<file path="config.mk">
export PLATFORM = sky130hd
export DESIGN_NAME = nmea_sentence_group_checker_unit
export DESIGN_NICKNAME = d
export VERILOG_FILES = /design/src/hw/rtl/nsgc_pkg.sv /design/src/hw/rtl/nsgc_line_scan.sv /design/src/hw/rtl/nmea_sentence_group_checker_unit.sv
export SDC_FILE = /design/constraint.sdc
export NUM_CORES = 1
export LEC_CHECK = 0
export BUFFER_PORTS_ARGS = -buffer_cell sky130_fd_sc_hd__buf_2
export CORE_MARGIN = 5
export CORE_UTILIZATION = 46
export CTS_CLUSTER_SIZE = 28
export DETAILED_ROUTE_END_ITERATION = 8
export GPL_TIMING_DRIVEN = 1
export MAX_ROUTING_LAYER = met4
export PLACE_DENSITY = 0.63
export SYNTH_ARGS = -nofsm -noshare
export SYNTH_HDL_FRONTEND = slang
export SYNTH_SLANG_ARGS = --single-unit
export TNS_END_PERCENT = 100
</file>
<file path="constraint.sdc">
create_clock -name clk -period 5.2 [get_ports clk]
set_input_delay 1.56 -clock clk [delete_from_list [all_inputs] [get_ports clk]]
set_output_delay 1.56 -clock clk [all_outputs]
set_load 0.02 [all_outputs]
</file>
<file path="src/hw/rtl/nsgc_pkg.sv">
// Shared types, constants and helper functions for the NMEA sentence group checker.
`default_nettype none

package nsgc_pkg;

  localparam logic [7:0] CHAR_LF   = 8'h0A;
  localparam logic [7:0] CHAR_CR   = 8'h0D;
  localparam logic [7:0] CHAR_STAR = 8'h2A;

  localparam logic [7:0] PREFIX_LEN = 8'd6;

  localparam logic [7:0] LINE_BYTES_RST = 8'd82;
  localparam logic [3:0] GROUP_SIZE_RST = 4'd6;
  localparam logic [3:0] GROUP_SIZE_MAX = 4'd8;

  // configuration register indexes
  localparam logic CFG_MAX_LINE_BYTES      = 1'b0;
  localparam logic CFG_SENTENCES_PER_GROUP = 1'b1;

  // checksum field parse phase
  localparam logic [1:0] HEX_NONE    = 2'd0;
  localparam logic [1:0] HEX_DIGITS  = 2'd1;
  localparam logic [1:0] HEX_STOPPED = 2'd2;

  typedef enum logic [1:0] {
    STATUS_VALID    = 2'd0,
    STATUS_TOKENS   = 2'd1,
    STATUS_CHECKSUM = 2'd2
  } status_t;

  // end-of-line report from the scanner to the group tracker
  typedef struct packed {
    logic    ended;
    logic    rmc;
    status_t verdict;
  } line_end_t;

  function automatic logic [7:0] rmc_prefix_char(input logic [2:0] idx);
    logic [7:0] c;
    case (idx)
      3'd0:    c = 8'h24; // $
      3'd1:    c = 8'h47; // G
      3'd2:    c = 8'h50; // P
      3'd3:    c = 8'h52; // R
      3'd4:    c = 8'h4D; // M
      3'd5:    c = 8'h43; // C
      default: c = 8'h00;
    endcase
    return c;
  endfunction

  // {is_digit, value}
  function automatic logic [4:0] hex_digit(input logic [7:0] b);
    logic [4:0] d;
    if (b inside {[8'h30:8'h39]}) begin
      d = {1'b1, b[3:0]};
    end else if (b inside {[8'h61:8'h66], [8'h41:8'h46]}) begin
      d = {1'b1, b[3:0] + 4'd9};
    end else begin
      d = 5'd0;
    end
    return d;
  endfunction

  function automatic status_t line_verdict(input logic [1:0] star_count,
                                           input logic       tail_nonempty,
                                           input logic       hex_overflow,
                                           input logic [7:0] hex_value,
                                           input logic [7:0] xor_acc);
    logic two;
    status_t v;
    two = (star_count == 2'd1 && tail_nonempty) || (star_count == 2'd2 && !tail_nonempty);
    if (!two) begin
      v = STATUS_TOKENS;
    end else if (hex_overflow || hex_value != xor_acc) begin
      v = STATUS_CHECKSUM;
    end else begin
      v = STATUS_VALID;
    end
    return v;
  endfunction

endpackage

`default_nettype wire

</file>
<file path="src/hw/rtl/nsgc_line_scan.sv">
// Per-line byte scanner: prefix match, XOR, checksum field parse, line end detection.
`default_nettype none

module nsgc_line_scan
  import nsgc_pkg::*;
(
  input  wire logic       clk,
  input  wire logic       rst_n,
  input  wire logic       byte_take,
  input  wire logic [7:0] rx_byte,
  input  wire logic [7:0] max_line_bytes,
  output line_end_t       line_end
);

  logic [7:0] line_pos_r,   line_pos_nxt;
  logic       prefix_ok_r,  prefix_ok_nxt;
  logic [7:0] xor_acc_r,    xor_acc_nxt;
  logic [1:0] star_cnt_r,   star_cnt_nxt;
  logic       tail_r,       tail_nxt;
  logic [7:0] hex_val_r,    hex_val_nxt;
  logic [1:0] hex_phase_r,  hex_phase_nxt;
  logic       hex_ovf_r,    hex_ovf_nxt;
  status_t    cr_verdict_r, cr_verdict_nxt;
  logic       cr_seen_r,    cr_seen_nxt;

  logic [7:0] limit;
  logic [8:0] length;
  logic [4:0] digit;
  logic       ended;
  status_t    verdict;

  assign limit  = (max_line_bytes == 8'd0) ? 8'd1 : max_line_bytes;
  assign length = {1'b0, line_pos_r} + 9'd1;
  assign digit  = hex_digit(rx_byte);

  always_comb begin
    prefix_ok_nxt  = prefix_ok_r;
    xor_acc_nxt    = xor_acc_r;
    star_cnt_nxt   = star_cnt_r;
    tail_nxt       = tail_r;
    hex_val_nxt    = hex_val_r;
    hex_phase_nxt  = hex_phase_r;
    hex_ovf_nxt    = hex_ovf_r;
    cr_verdict_nxt = cr_verdict_r;
    cr_seen_nxt    = cr_seen_r;

    // verdict frozen at the carriage return uses the state before it
    if (rx_byte == CHAR_CR) begin
      cr_verdict_nxt = line_verdict(star_cnt_r, tail_r, hex_ovf_r, hex_val_r, xor_acc_r);
      cr_seen_nxt    = 1'b1;
    end
    if (line_pos_r < PREFIX_LEN && rx_byte != rmc_prefix_char(line_pos_r[2:0])) begin
      prefix_ok_nxt = 1'b0;
    end
    if (rx_byte == CHAR_STAR) begin
      if (star_cnt_r != 2'd3) begin
        star_cnt_nxt = star_cnt_r + 2'd1;
      end
      tail_nxt = 1'b0;
    end else begin
      tail_nxt = 1'b1;
      if (star_cnt_r == 2'd0) begin
        if (line_pos_r != 8'd0) begin
          xor_acc_nxt = xor_acc_r ^ rx_byte;
        end
      end else if (star_cnt_r == 2'd1 && hex_phase_r != HEX_STOPPED) begin
        if (!digit[4]) begin
          hex_phase_nxt = HEX_STOPPED;
        end else begin
          if (hex_val_r[7:4] != 4'd0) begin
            hex_ovf_nxt = 1'b1;
          end
          hex_val_nxt   = {hex_val_r[3:0], digit[3:0]};
          hex_phase_nxt = HEX_DIGITS;
        end
      end
    end
  end

  assign ended   = (rx_byte == CHAR_LF) || (length >= {1'b0, limit});
  assign verdict = cr_seen_nxt ? cr_verdict_nxt
                 : line_verdict(star_cnt_nxt, tail_nxt, hex_ovf_nxt, hex_val_nxt, xor_acc_nxt);

  assign line_end.ended   = byte_take && ended;
  assign line_end.rmc     = prefix_ok_nxt && (length >= {1'b0, PREFIX_LEN});
  assign line_end.verdict = verdict;

  assign line_pos_nxt = length[7:0];

  always_ff @(posedge clk) begin
    if (!rst_n || (byte_take && ended)) begin
      line_pos_r   <= 8'd0;
      prefix_ok_r  <= 1'b1;
      xor_acc_r    <= 8'd0;
      star_cnt_r   <= 2'd0;
      tail_r       <= 1'b0;
      hex_val_r    <= 8'd0;
      hex_phase_r  <= HEX_NONE;
      hex_ovf_r    <= 1'b0;
      cr_verdict_r <= STATUS_VALID;
      cr_seen_r    <= 1'b0;
    end else if (byte_take) begin
      line_pos_r   <= line_pos_nxt;
      prefix_ok_r  <= prefix_ok_nxt;
      xor_acc_r    <= xor_acc_nxt;
      star_cnt_r   <= star_cnt_nxt;
      tail_r       <= tail_nxt;
      hex_val_r    <= hex_val_nxt;
      hex_phase_r  <= hex_phase_nxt;
      hex_ovf_r    <= hex_ovf_nxt;
      cr_verdict_r <= cr_verdict_nxt;
      cr_seen_r    <= cr_seen_nxt;
    end
  end

endmodule

`default_nettype wire

</file>
<file path="src/hw/rtl/nmea_sentence_group_checker_unit.sv">
// Top level of the NMEA sentence group checker: config, group tracking, result register.
// A result request appears on out_* in the cycle after the byte that ends its line is taken.
// Throughput: one byte per cycle while in_stall is low; the scanner updates its line state in the accept cycle.
// in_stall rises only while a result is held and the consumer stalls it.
// Reset (rst_n low, synchronous): hunting for RMC, line state cleared, no result held,
// max_line_bytes back to 82 and sentences_per_group back to 6. No clearing pass.
`default_nettype none

module nmea_sentence_group_checker_unit
  import nsgc_pkg::*;
(
  input  wire logic       clk,
  input  wire logic       rst_n,
  // byte requests
  input  wire logic       in_valid,
  output logic            in_stall,
  input  wire logic [7:0] in_rx_byte,
  // result requests
  output logic            out_valid,
  input  wire logic       out_stall,
  output logic [2:0]      out_slot,
  output logic [1:0]      out_status,
  output logic            out_group_done,
  // register writes
  input  wire logic       cfg_valid,
  output logic            cfg_ready,
  input  wire logic       cfg_index,
  input  wire logic [7:0] cfg_data
);

  logic [7:0] max_line_bytes_r;
  logic [3:0] group_size_r;

  logic [2:0] group_slot_r, group_slot_nxt;

  logic       out_valid_r, out_valid_nxt;
  logic [2:0] out_slot_r;
  status_t    out_status_r;
  logic       out_done_r;

  logic       byte_take;
  line_end_t  line_end;
  logic [3:0] group_size;
  logic       result_load;
  logic       group_done;

  // --- configuration: always ready, writes are registered
  assign cfg_ready = 1'b1;

  always_ff @(posedge clk) begin
    if (!rst_n) begin
      max_line_bytes_r <= LINE_BYTES_RST;
      group_size_r     <= GROUP_SIZE_RST;
    end else if (cfg_valid && cfg_ready) begin
      case (cfg_index)
        CFG_MAX_LINE_BYTES:      max_line_bytes_r <= cfg_data;
        CFG_SENTENCES_PER_GROUP: group_size_r     <= cfg_data[3:0];
        default: ;
      endcase
    end
  end

  // out-of-range group sizes clamp to 1..8
  assign group_size = (group_size_r == 4'd0) ? 4'd1
                    : (group_size_r > GROUP_SIZE_MAX) ? GROUP_SIZE_MAX : group_size_r;

  // --- input side: hold off only while the result register is full and stalled
  assign in_stall  = out_valid_r && out_stall;
  assign byte_take = in_valid && !in_stall;

  nsgc_line_scan u_scan (
    .clk            (clk),
    .rst_n          (rst_n),
    .byte_take      (byte_take),
    .rx_byte        (in_rx_byte),
    .max_line_bytes (max_line_bytes_r),
    .line_end       (line_end)
  );

  // --- group tracking
  // While hunting (slot zero) only an RMC line produces a result.
  assign result_load = line_end.ended && (group_slot_r != 3'd0 || line_end.rmc);
  assign group_done  = (line_end.verdict == STATUS_VALID) &&
                       (({1'b0, group_slot_r} + 4'd1) >= group_size);

  always_comb begin
    group_slot_nxt = group_slot_r;
    if (result_load) begin
      if (line_end.verdict != STATUS_VALID || group_done) begin
        group_slot_nxt = 3'd0; // error or full group: back to hunting
      end else begin
        group_slot_nxt = group_slot_r + 3'd1;
      end
    end
  end

  // --- result register
  always_comb begin
    out_valid_nxt = out_valid_r;
    if (result_load) begin
      out_valid_nxt = 1'b1;
    end else if (out_valid_r && !out_stall) begin
      out_valid_nxt = 1'b0;
    end
  end

  always_ff @(posedge clk) begin
    if (!rst_n) begin
      group_slot_r <= 3'd0;
      out_valid_r  <= 1'b0;
    end else begin
      group_slot_r <= group_slot_nxt;
      out_valid_r  <= out_valid_nxt;
    end
  end

  // payload needs no reset
  always_ff @(posedge clk) begin
    if (result_load) begin
      out_slot_r   <= group_slot_r;
      out_status_r <= line_end.verdict;
      out_done_r   <= group_done;
    end
  end

  assign out_valid      = out_valid_r;
  assign out_slot       = out_slot_r;
  assign out_status     = out_status_r;
  assign out_group_done = out_done_r;

  // --- checks
  // a finished group is only ever flagged on a valid sentence
  a_done_is_valid: assert property (@(posedge clk) disable iff (!rst_n)
    out_valid_r && out_done_r |-> out_status_r == STATUS_VALID)
    else $error("group_done set on an error result");

  // input stall only comes from a held, stalled result
  a_stall_source: assert property (@(posedge clk) disable iff (!rst_n)
    in_stall |-> out_valid_r)
    else $error("input stalled with empty result register");

  // an error or a completed group restarts the hunt
  a_hunt_restart: assert property (@(posedge clk) disable iff (!rst_n)
    result_load && (line_end.verdict != STATUS_VALID || group_done) |=> group_slot_r == 3'd0)
    else $error("group slot not cleared after error or group end");

  // a result is never overwritten while it is being stalled
  a_no_overwrite: assert property (@(posedge clk) disable iff (!rst_n)
    out_valid_r && out_stall |-> !result_load)
    else $error("result register overwritten while stalled");

endmodule

`default_nettype wire
</file>
==> results of run 1 <==
## routing by layer
layer  GRT usage  vias up  wire [µm]
li1            -     1731          -
met4      0.0525        0        143
met3      0.0257       12        371
met1       0.264     1560       4560
met2       0.285       80       4190
met5           -        -          0
## how the worst max path moves through the flow
| stage | to | slack (ns) | cells after the start |
|---|---|---|---|
| floorplan | group_slot_r[0] | 1.04 | 13 |
| global route | out_group_done | 0.79 | 11 |
| detailed placement | group_slot_r[0] | 0.74 | 12 |
| CTS | group_slot_r[0] | 1.06 | 12 |
| global placement | group_slot_r[0] | 0.84 | 10 |
| finish | group_slot_r[0] | 1.03 | 12 |
## registers in the layout, indices dropped and copies added, names as in the netlist, 2 cells and up, named ones only
name and count:
group_size_r 4, u_scan.line_pos_r 8, u_scan.hex_val_r 8, u_scan.hex_phase_r 2, out_slot 3, out_status 2
u_scan.cr_verdict_r 2, max_line_bytes_r 8, u_scan.xor_acc_r 8, group_slot_r 3
## placed cells by master, fill, tap and decap left out, types with 3 or more instances in the layout
cell type / count
dfxtp_1: 50
mux2_2: 3
xor2_1: 23
nor2_1: 50
a21boi_0: 7
nor2b_1: 12
nand2b_1: 9
a31oi_1: 3
a211o_1: 3
or3_1: 3
and3_1: 6
a2111oi_0: 3
o211ai_1: 12
a211oi_1: 6
inv_1: 23
a21oi_1: 20
nand3_1: 21
o21a_1: 4
nor3_1: 9
a22oi_1: 3
ha_1: 27
xnor2_1: 17
mux2i_1: 9
clkbuf_8: 5
o31ai_1: 5
buf_2: 29
buf_4: 4
nor3b_1: 4
edfxtp_1: 6
nor4_1: 4
o21ai_0: 14
nand2_1: 54
## layout make-up
class / instances / area (µm²)
Fill cell: 821 / 4070
Multi-Input combinational cell: 378 / 2560
Sequential cell: 56 / 1180
Timing Repair Buffer: 33 / 175
Tap cell: 105 / 131
Inverter: 23 / 86.3
Clock buffer: 5 / 68.8
Clock inverter: 3 / 22.5
## critical path: stages
cell and delay, ns:
buf_2 0.19, inv_1 0.13, ha_1 0.23, nand3b_1 0.14, or2_0 0.46, and3_1 0.34
o21ai_2 0.14, a211o_1 0.33, a2111oi_4 0.36, a41oi_2 0.21, nor2_1 0.18, mux2_2 0.16
## power by group
group	total [mW]	switching (mW)	leakage (nW)	internal, mW
combinational	0.188	0.109	1.21	0.0786
sequential	0.464	0.0161	0.476	0.448
clock	0.244	0.147	0.0485	0.0969
total	0.896	0.272	1.73	0.623
## cells by family after synthesis
family / Yosys count / share of synthesized area
AOI/OAI and AO/OA: 109 / 0.207
muxes: 12 / 0.0314
buffers and inverters: 46 / 0.0507
adders and majority gates: 27 / 0.0856
and+or+nand+nor: 189 / 0.237
DFF: 56 / 0.299
other: 1 / 0.000950
xor gates and xnor gates: 40 / 0.0888
## through the flow
stage                     instance area [µm²]  power [mW]
final                                    4230       0.896
after global routing                     4230       0.951
after CTS                                4230       0.907
after detailed placement                 4140       0.660
after global placement                   4140       0.659
after floorplan                          3950       0.615
==> impl_metrics.json, run 1 <==
{
  "dieArea_um2": 10500,
  "synth_cell_types": 72,
  "worstHoldPathCells": 2,
  "r2r_start": "u_scan.line_pos_r[2]",
  "grt_usage": 0.189,
  "yosysSeqAreaShare": 0.299,
  "routed-via-count": 3383,
  "setup.worst_path.start": "in_rx_byte[0]",
  "holdPathEnd": "max_line_bytes_r[5]",
  "grt_max_degree": 34,
  "whs_ns": 0.482,
  "drcViolationCount": 0,
  "ys.flop_type": "dfxtp_1",
  "final-instance-count-excl-fill": 603,
  "drtAntennaViolNets": 0,
  "avgSynthCellArea_um2": 8.22,
  "synthArstFlopShare": 0,
  "first_global_vias": 3141,
  "max_cap_viol_count": 0,
  "yosysMostFrequentCell": "nand2_1",
  "vias_per_cell": 5.61,
  "synthTopCellsByCount": "54 x nand2_1, 50 x dfxtp_1, 50 x nor2_1",
  "yosysTopAreaCellShare": 0.254,
  "cts_hold_buf": 0,
  "rr_worst_depth": 12,
  "required_ns": 5.46,
  "antenna_found_initial": 0,
  "cts_max_level": 2,
  "insertion_delay_ns": 0.31,
  "cts_tree": "done",
  "fp.dieW_um": 103,
  "clkSinkCount": 56,
  "relSlewSlack": 0.558,
  "finalSetupTns_ns": 0,
  "dp_cells": 595,
  "synth_area_leaders": "dfxtp_1 25%, ha_1 8.6%, nand2_1 5.1%, xor2_1 5.1%, nor2_1 4.8%",
  "nets": 546,
  "gp_routability_congestion": 0.940,
  "syn_area_um2": 3950,
  "worstPathArrival_ns": 4.43,
  "cellPowerDensity_nw_per_um2": 212,
  "hold_path.class": "reg2reg",
  "cts-root-buf": "clkbuf_8",
  "grt_pass1_wl_mm": 15.4,
  "end_kind": "flip-flop",
  "rows": 33,
  "min_period_ns": 4.17,
  "period_share": 0.802,
  "ir_drop_uv": 116,
  "min_from": "max_line_bytes_r[5]",
  "outcome": "finished, final reports clean",
  "syn_to_final_growth_pct": 7.20,
  "r2r_slack_ns": 1.73,
  "setup_viol": 0,
  "clockBufferDepth": 2,
  "pre_cts_slack_ns": 0.740,
  "cts_buffers": 5,
  "synth_edf_count": 6,
  "finish.utilization": 0.510,
  "drv_slew": 0,
  "fmax_mhz": 240,
  "critPathMaxFanout": 10,
  "initial_core_util": 0.476,
  "rsz0062_at_grt": "false",
  "syn_nets": 529,
  "die_y_um": 103,
  "startpoint_type": "primary input",
  "r2r_end": "group_slot_r[2]",
  "antenna_cells": 0,
  "p_leak_nw": 1.73,
  "synth_top_area_cell": "dfxtp_1",
  "drt_first_pass_iters": 5,
  "yosys_warnings": 0,
  "grt_remaining_overflow": 0,
  "tightest_slew_ns": 0.653,
  "worstSetupPathType": "in2reg",
  "syn_inst": 480,
  "hpwl_mm": 7.14,
  "finClkSkew_ns": 0.00616,
  "wirelength_mm": 9.26,
  "pin_count": 31,
  "drive_gt1_frac": 0.108,
  "cts_resized": 0,
  "hold_violations": 0,
  "synth-seq-cells": 56,
  "coreArea_um2": 8300,
  "timing.final.ws_setup_ns": 1.03,
  "portBuffers": 29,
  "wire_per_inst_um": 15.4,
  "post_cts_buffers": 0,
  "clk_pin_slew_worst_paths_ns": 0.10,
  "drtIter0Drc": 249
}
No activity file was read; power rests on OpenSTA's default activity.
==> run 2: changes to the inputs <==
Settings changed: PLACE_DENSITY 0.63 to 0.65.
Clock period 5.2 ns to 3.7 ns, I/O delays scaled along.
==> impl_metrics.json, run 2 (synthesized netlist as in run 1, its figures left out) <==
{
  "outcome": "finished, final reports clean",
  "drtIter0Drc": 195,
  "startpoint_type": "primary input",
  "total_power_mw": 1.27,
  "postPlaceCellArea_um2": 4370,
  "max_stage_delay_ns": 0.53,
  "antenna_cells": 0,
  "cts_tree": "done",
  "routed-via-count": 3568,
  "fmax_mhz": 286,
  "cts_resized": 0,
  "clockBufferDepth": 2,
  "end_kind": "flip-flop",
  "antenna_found_initial": 0,
  "hold_path.class": "reg2reg",
  "post_cts_buffers": 0,
  "dieArea_um2": 10500,
  "finClkSkew_ns": 0.0148,
  "critPathMaxFanout": 5,
  "grt_pass1_wl_mm": 15.9,
  "final_cell_mix": "54 x nand2_1, 50 x nor2_1, 50 x dfxtp_1",
  "rows": 33,
  "tightest_slew_ns": 0.968,
  "cts_buffers": 5,
  "initial_core_util": 0.476,
  "pin_count": 31,
  "required_ns": 3.95,
  "seqCellArea_um2": 1180,
  "critical_path.slowest_cell": "or4b_4",
  "multi_input_area_um2": 2570,
  "cts_hold_buf": 0,
  "final_cell_area_um2": 4460,
  "grt_usage": 0.195,
  "finish.utilization": 0.538,
  "syn_to_final_growth_pct": 13.1,
  "cts-root-buf": "clkbuf_8",
  "drive_gt1_frac": 0.157,
  "hpwl_mm": 7.63,
  "clkSinkCount": 56,
  "rsz0062_at_grt": "false",
  "relSlewSlack": 0.353,
  "grt_max_degree": 34,
  "die_y_um": 103,
  "vias_per_cell": 5.65,
  "ir_drop_uv": 156,
  "setup_viol": 0,
  "final-instance-count-excl-fill": 632,
  "wirelength_mm": 9.65,
  "final_common_cell": "nand2_1",
  "portBuffers": 29,
  "grt_remaining_overflow": 0,
  "drv_slew": 0,
  "max_cap_viol_count": 0,
  "wire_per_inst_um": 15.3,
  "path_cells": "buf_2, or4b_4, or2_0, and3_1, o21ai_2, buf_4, mux2i_1, nor4b_1, a41oi_2, nor2_1, mux2_2",
  "coreArea_um2": 8300,
  "period_share": 0.944,
  "drt_first_pass_iters": 4,
  "first_global_vias": 3367,
  "cts_max_level": 2,
  "min_period_ns": 3.49,
  "drtAntennaViolNets": 0,
  "nets": 575,
  "gp_routability_congestion": 0.964,
  "cellPowerDensity_nw_per_um2": 285,
  "worstSetupPathType": "in2reg",
  "hold_violations": 0,
  "dp_cells": 624,
  "clk_pin_slew_worst_paths_ns": 0.10,
  "p_leak_nw": 1.87,
  "worstPathArrival_ns": 3.75,
  "drcViolationCount": 0,
  "fp.dieW_um": 103,
  "insertion_delay_ns": 0.30,
  "num-fill-cells": 792
}
## run 2: changes by cell type in the layout (fill, tap and decap cells not counted)
cell	previous run	this run
buf_12	0	1
buf_4	4	32
clkbuf_1	0	1
clkinv_2	1	0
clkinvlp_4	0	1
inv_6	1	0
nor3b_1	4	3
nor3b_2	0	1
## run 2: final cells by class
type / count / area share
clock inverter: 2 / 0.00364
sequential: 56 / 0.265
inverter: 23 / 0.0193
clock buffer: 6 / 0.0163
multi-input combinational: 378 / 0.576
tap: 105 / 0.0294
timing repair buffer: 62 / 0.0908
## run 2: path summary, 6_finish.rpt
path	to	slack, ns	from	depth (start not counted)
max	group_slot_r[0]	0.21	in_rx_byte[4]	11
min	group_size_r[0]	0.48	group_size_r[0]	2
max reg2reg	group_slot_r[2]	0.39	u_scan.line_pos_r[2]	11
min reg2reg	group_size_r[0]	0.48	group_size_r[0]	2
## run 2: layer usage
layer	track usage	vias up	wire length (µm)
li1	-	1796	-
met1	0.255	1685	4520
met2	0.316	74	4530
met3	0.0257	13	433
met4	0.0525	0	174
met5	-	-	0
## run 2: worst max-delay path, delay by kind of cell
kind,cells,cell delay (ns)
AO/OA/AOI/OAI,2,0.34
buffers and inverters,2,0.27
multiplexers,2,0.25
AND/OR/NAND/NOR,5,1.77
## run 2: power breakdown
| group | internal, mW | switching [mW] |
|---|---|---|
| clock network | 0.135 | 0.199 |
| logic | 0.127 | 0.161 |
| registers | 0.630 | 0.0211 |
| total | 0.892 | 0.382 |
## run 2: stage by stage
step	TNS (ns)	hold WS (ns)	worst slack, ns
3_5_place_dp	-0.192	0.464	-0.0770
6_report	0	0.476	0.208
5_1_grt	0	0.522	0.0924
3_3_place_gp	0	0.461	0.0163
2_1_floorplan	0	0.443	0.0914
4_1_cts	0	0.480	0.255
==> run 3: changes to the inputs <==
Settings changed: RECOVER_POWER set to 50.
==> impl_metrics.json, run 3 (synthesized netlist as in run 1, its figures left out) <==
{
  "clockPowerShare": 0.264,
  "cts-root-buf": "clkbuf_8",
  "final_common_cell": "nand2_1",
  "tightest_slew_ns": 0.957,
  "grt_remaining_overflow": 0,
  "finalSetupTns_ns": 0,
  "required_ns": 3.96,
  "p_sw_mw": 0.383,
  "critPathMaxFanout": 5,
  "p_leak_nw": 1.82,
  "outcome": "finished, final reports clean",
  "p_int_mw": 0.890,
  "min_period_ns": 3.48,
  "dieArea_um2": 10500,
  "wirelength_mm": 9.68,
  "max_stage_delay_ns": 0.53,
  "grt_pass1_wl_mm": 15.9,
  "cts_tree": "done",
  "cellPowerDensity_nw_per_um2": 287,
  "cts_hold_buf": 0,
  "drcViolationCount": 0,
  "syn_to_final_growth_pct": 12.3,
  "nets": 575,
  "relSlewSlack": 0.360,
  "total_power_mw": 1.27,
  "first_global_vias": 3367,
  "initial_core_util": 0.476,
  "cts_resized": 0,
  "drv_slew": 0,
  "clk_pin_slew_worst_paths_ns": 0.10,
  "rows": 33,
  "fmax_mhz": 287,
  "grt_usage": 0.195,
  "setup_viol": 0,
  "die_y_um": 103,
  "clkSinkCount": 56,
  "antenna_cells": 0,
  "drtAntennaViolNets": 0,
  "fp.dieW_um": 103,
  "power_frac_comb": 0.225,
  "path_buf_inv": 2,
  "path_cells": "buf_2, or4b_4, or2_0, and3_1, o21ai_2, buf_4, mux2i_1, nor4b_1, a41oi_2, nor2_1, mux2_2",
  "cts_max_level": 2,
  "routed-via-count": 3549,
  "rsz0062_at_grt": "false",
  "post_cts_buffers": 0,
  "ir_drop_uv": 156,
  "crit_family": "simple AND/OR/NAND/NOR gates",
  "hold_violations": 0,
  "cts_buffers": 5,
  "insertion_delay_ns": 0.31,
  "pin_count": 31,
  "period_share": 0.941,
  "coreArea_um2": 8300,
  "antenna_found_initial": 0,
  "worstPathArrival_ns": 3.74,
  "final_cell_mix": "54 x nand2_1, 50 x nor2_1, 50 x dfxtp_1",
  "clockBufferDepth": 2,
  "hold_path.class": "reg2reg",
  "worstSetupPathType": "in2reg",
  "hpwl_mm": 7.63,
  "pwr-share-seq": 0.511,
  "drt_first_pass_iters": 5,
  "finClkSkew_ns": 0.0145,
  "critical_path.slowest_cell": "or4b_4",
  "drive_gt1_frac": 0.137,
  "vias_per_cell": 5.62,
  "drtIter0Drc": 167,
  "swShare": 0.301,
  "end_kind": "flip-flop",
  "max_cap_viol_count": 0,
  "wire_per_inst_um": 15.3,
  "startpoint_type": "primary input",
  "grt_max_degree": 34,
  "gp_routability_congestion": 0.964,
  "portBuffers": 29
}
[run 3: cell count changes in the layout (fill, tap and decap cells not counted)]
cell | before | now
clkbuf_1 | 1 | 12
buf_4 | 32 | 30
buf_12 | 1 | 0
buf_2 | 29 | 20
clkbuf_4 | 0 | 1
[run 3: metrics by stage]
step | setup slack [ns] | cells | area [µm²] | util | hold slack (ns)
finish | 0.220 | 632 | 4430 | 0.534 | 0.476
global route | 0.0711 | 632 | 4430 | 0.534 | 0.522
CTS | 0.255 | 632 | 4460 | 0.538 | 0.480
detailed placement | -0.0770 | 624 | 4370 | 0.527 | 0.464
global placement | 0.0163 | 624 | 4370 | 0.527 | 0.461
floorplan | 0.0914 | 480 | 3950 | - | 0.443
[run 3: final timing paths]
| path | startpoint | endpoint | slack (ns) | depth (start not counted) |
|---|---|---|---|---|
| setup reg to reg | u_scan.line_pos_r[1] | group_slot_r[0] | 0.40 | 11 |
| hold / removal | group_size_r[0] | group_size_r[0] | 0.48 | 2 |
| hold reg to reg | group_size_r[0] | group_size_r[0] | 0.48 | 2 |
| setup / recovery | in_rx_byte[4] | group_slot_r[0] | 0.22 | 11 |
[run 3: power groups by stage]
| stage | combinational [mW] | clock (mW) | sequential (mW) |
|---|---|---|---|
| 5_1_grt | 0.321 | 0.374 | 0.653 |
| 3_3_place_gp | 0.279 | 0 | 0.663 |
| 2_1_floorplan | 0.207 | 0 | 0.657 |
| 3_5_place_dp | 0.285 | 0 | 0.664 |
| 6_report | 0.286 | 0.336 | 0.650 |
| 4_1_cts | 0.287 | 0.345 | 0.650 |
[run 3: metal layers]
layer  routed length [µm]  GRT usage  up-vias
met1                 4560      0.255     1665
met5                    0          -        -
met3                  411     0.0257       14
li1                     -          -     1795
met2                 4530      0.316       75
met4                  188     0.0525        0
[run 3: final cells by class]
cell class	instances	area, µm²
clock buffer	6	72.6
clock inverter	2	16.3
fill	804	3870
inverter	23	86.3
multi-input combinational	378	2570
sequential	56	1180
tap	105	131
timing repair buffer	62	374
[run 3: worst reg2reg max path, delay by kind of cell, from the launching register on]
kind	cells	cell delay, ns
XOR/XNOR	1	0.39
multiplexers	2	0.45
buffers and inverters	1	0.17
adder cells (fa/ha/maj)	1	0.24
AO/OA/AOI/OAI	3	0.61
flip-flops	1	0.38
AND/OR/NAND/NOR	3	1.02
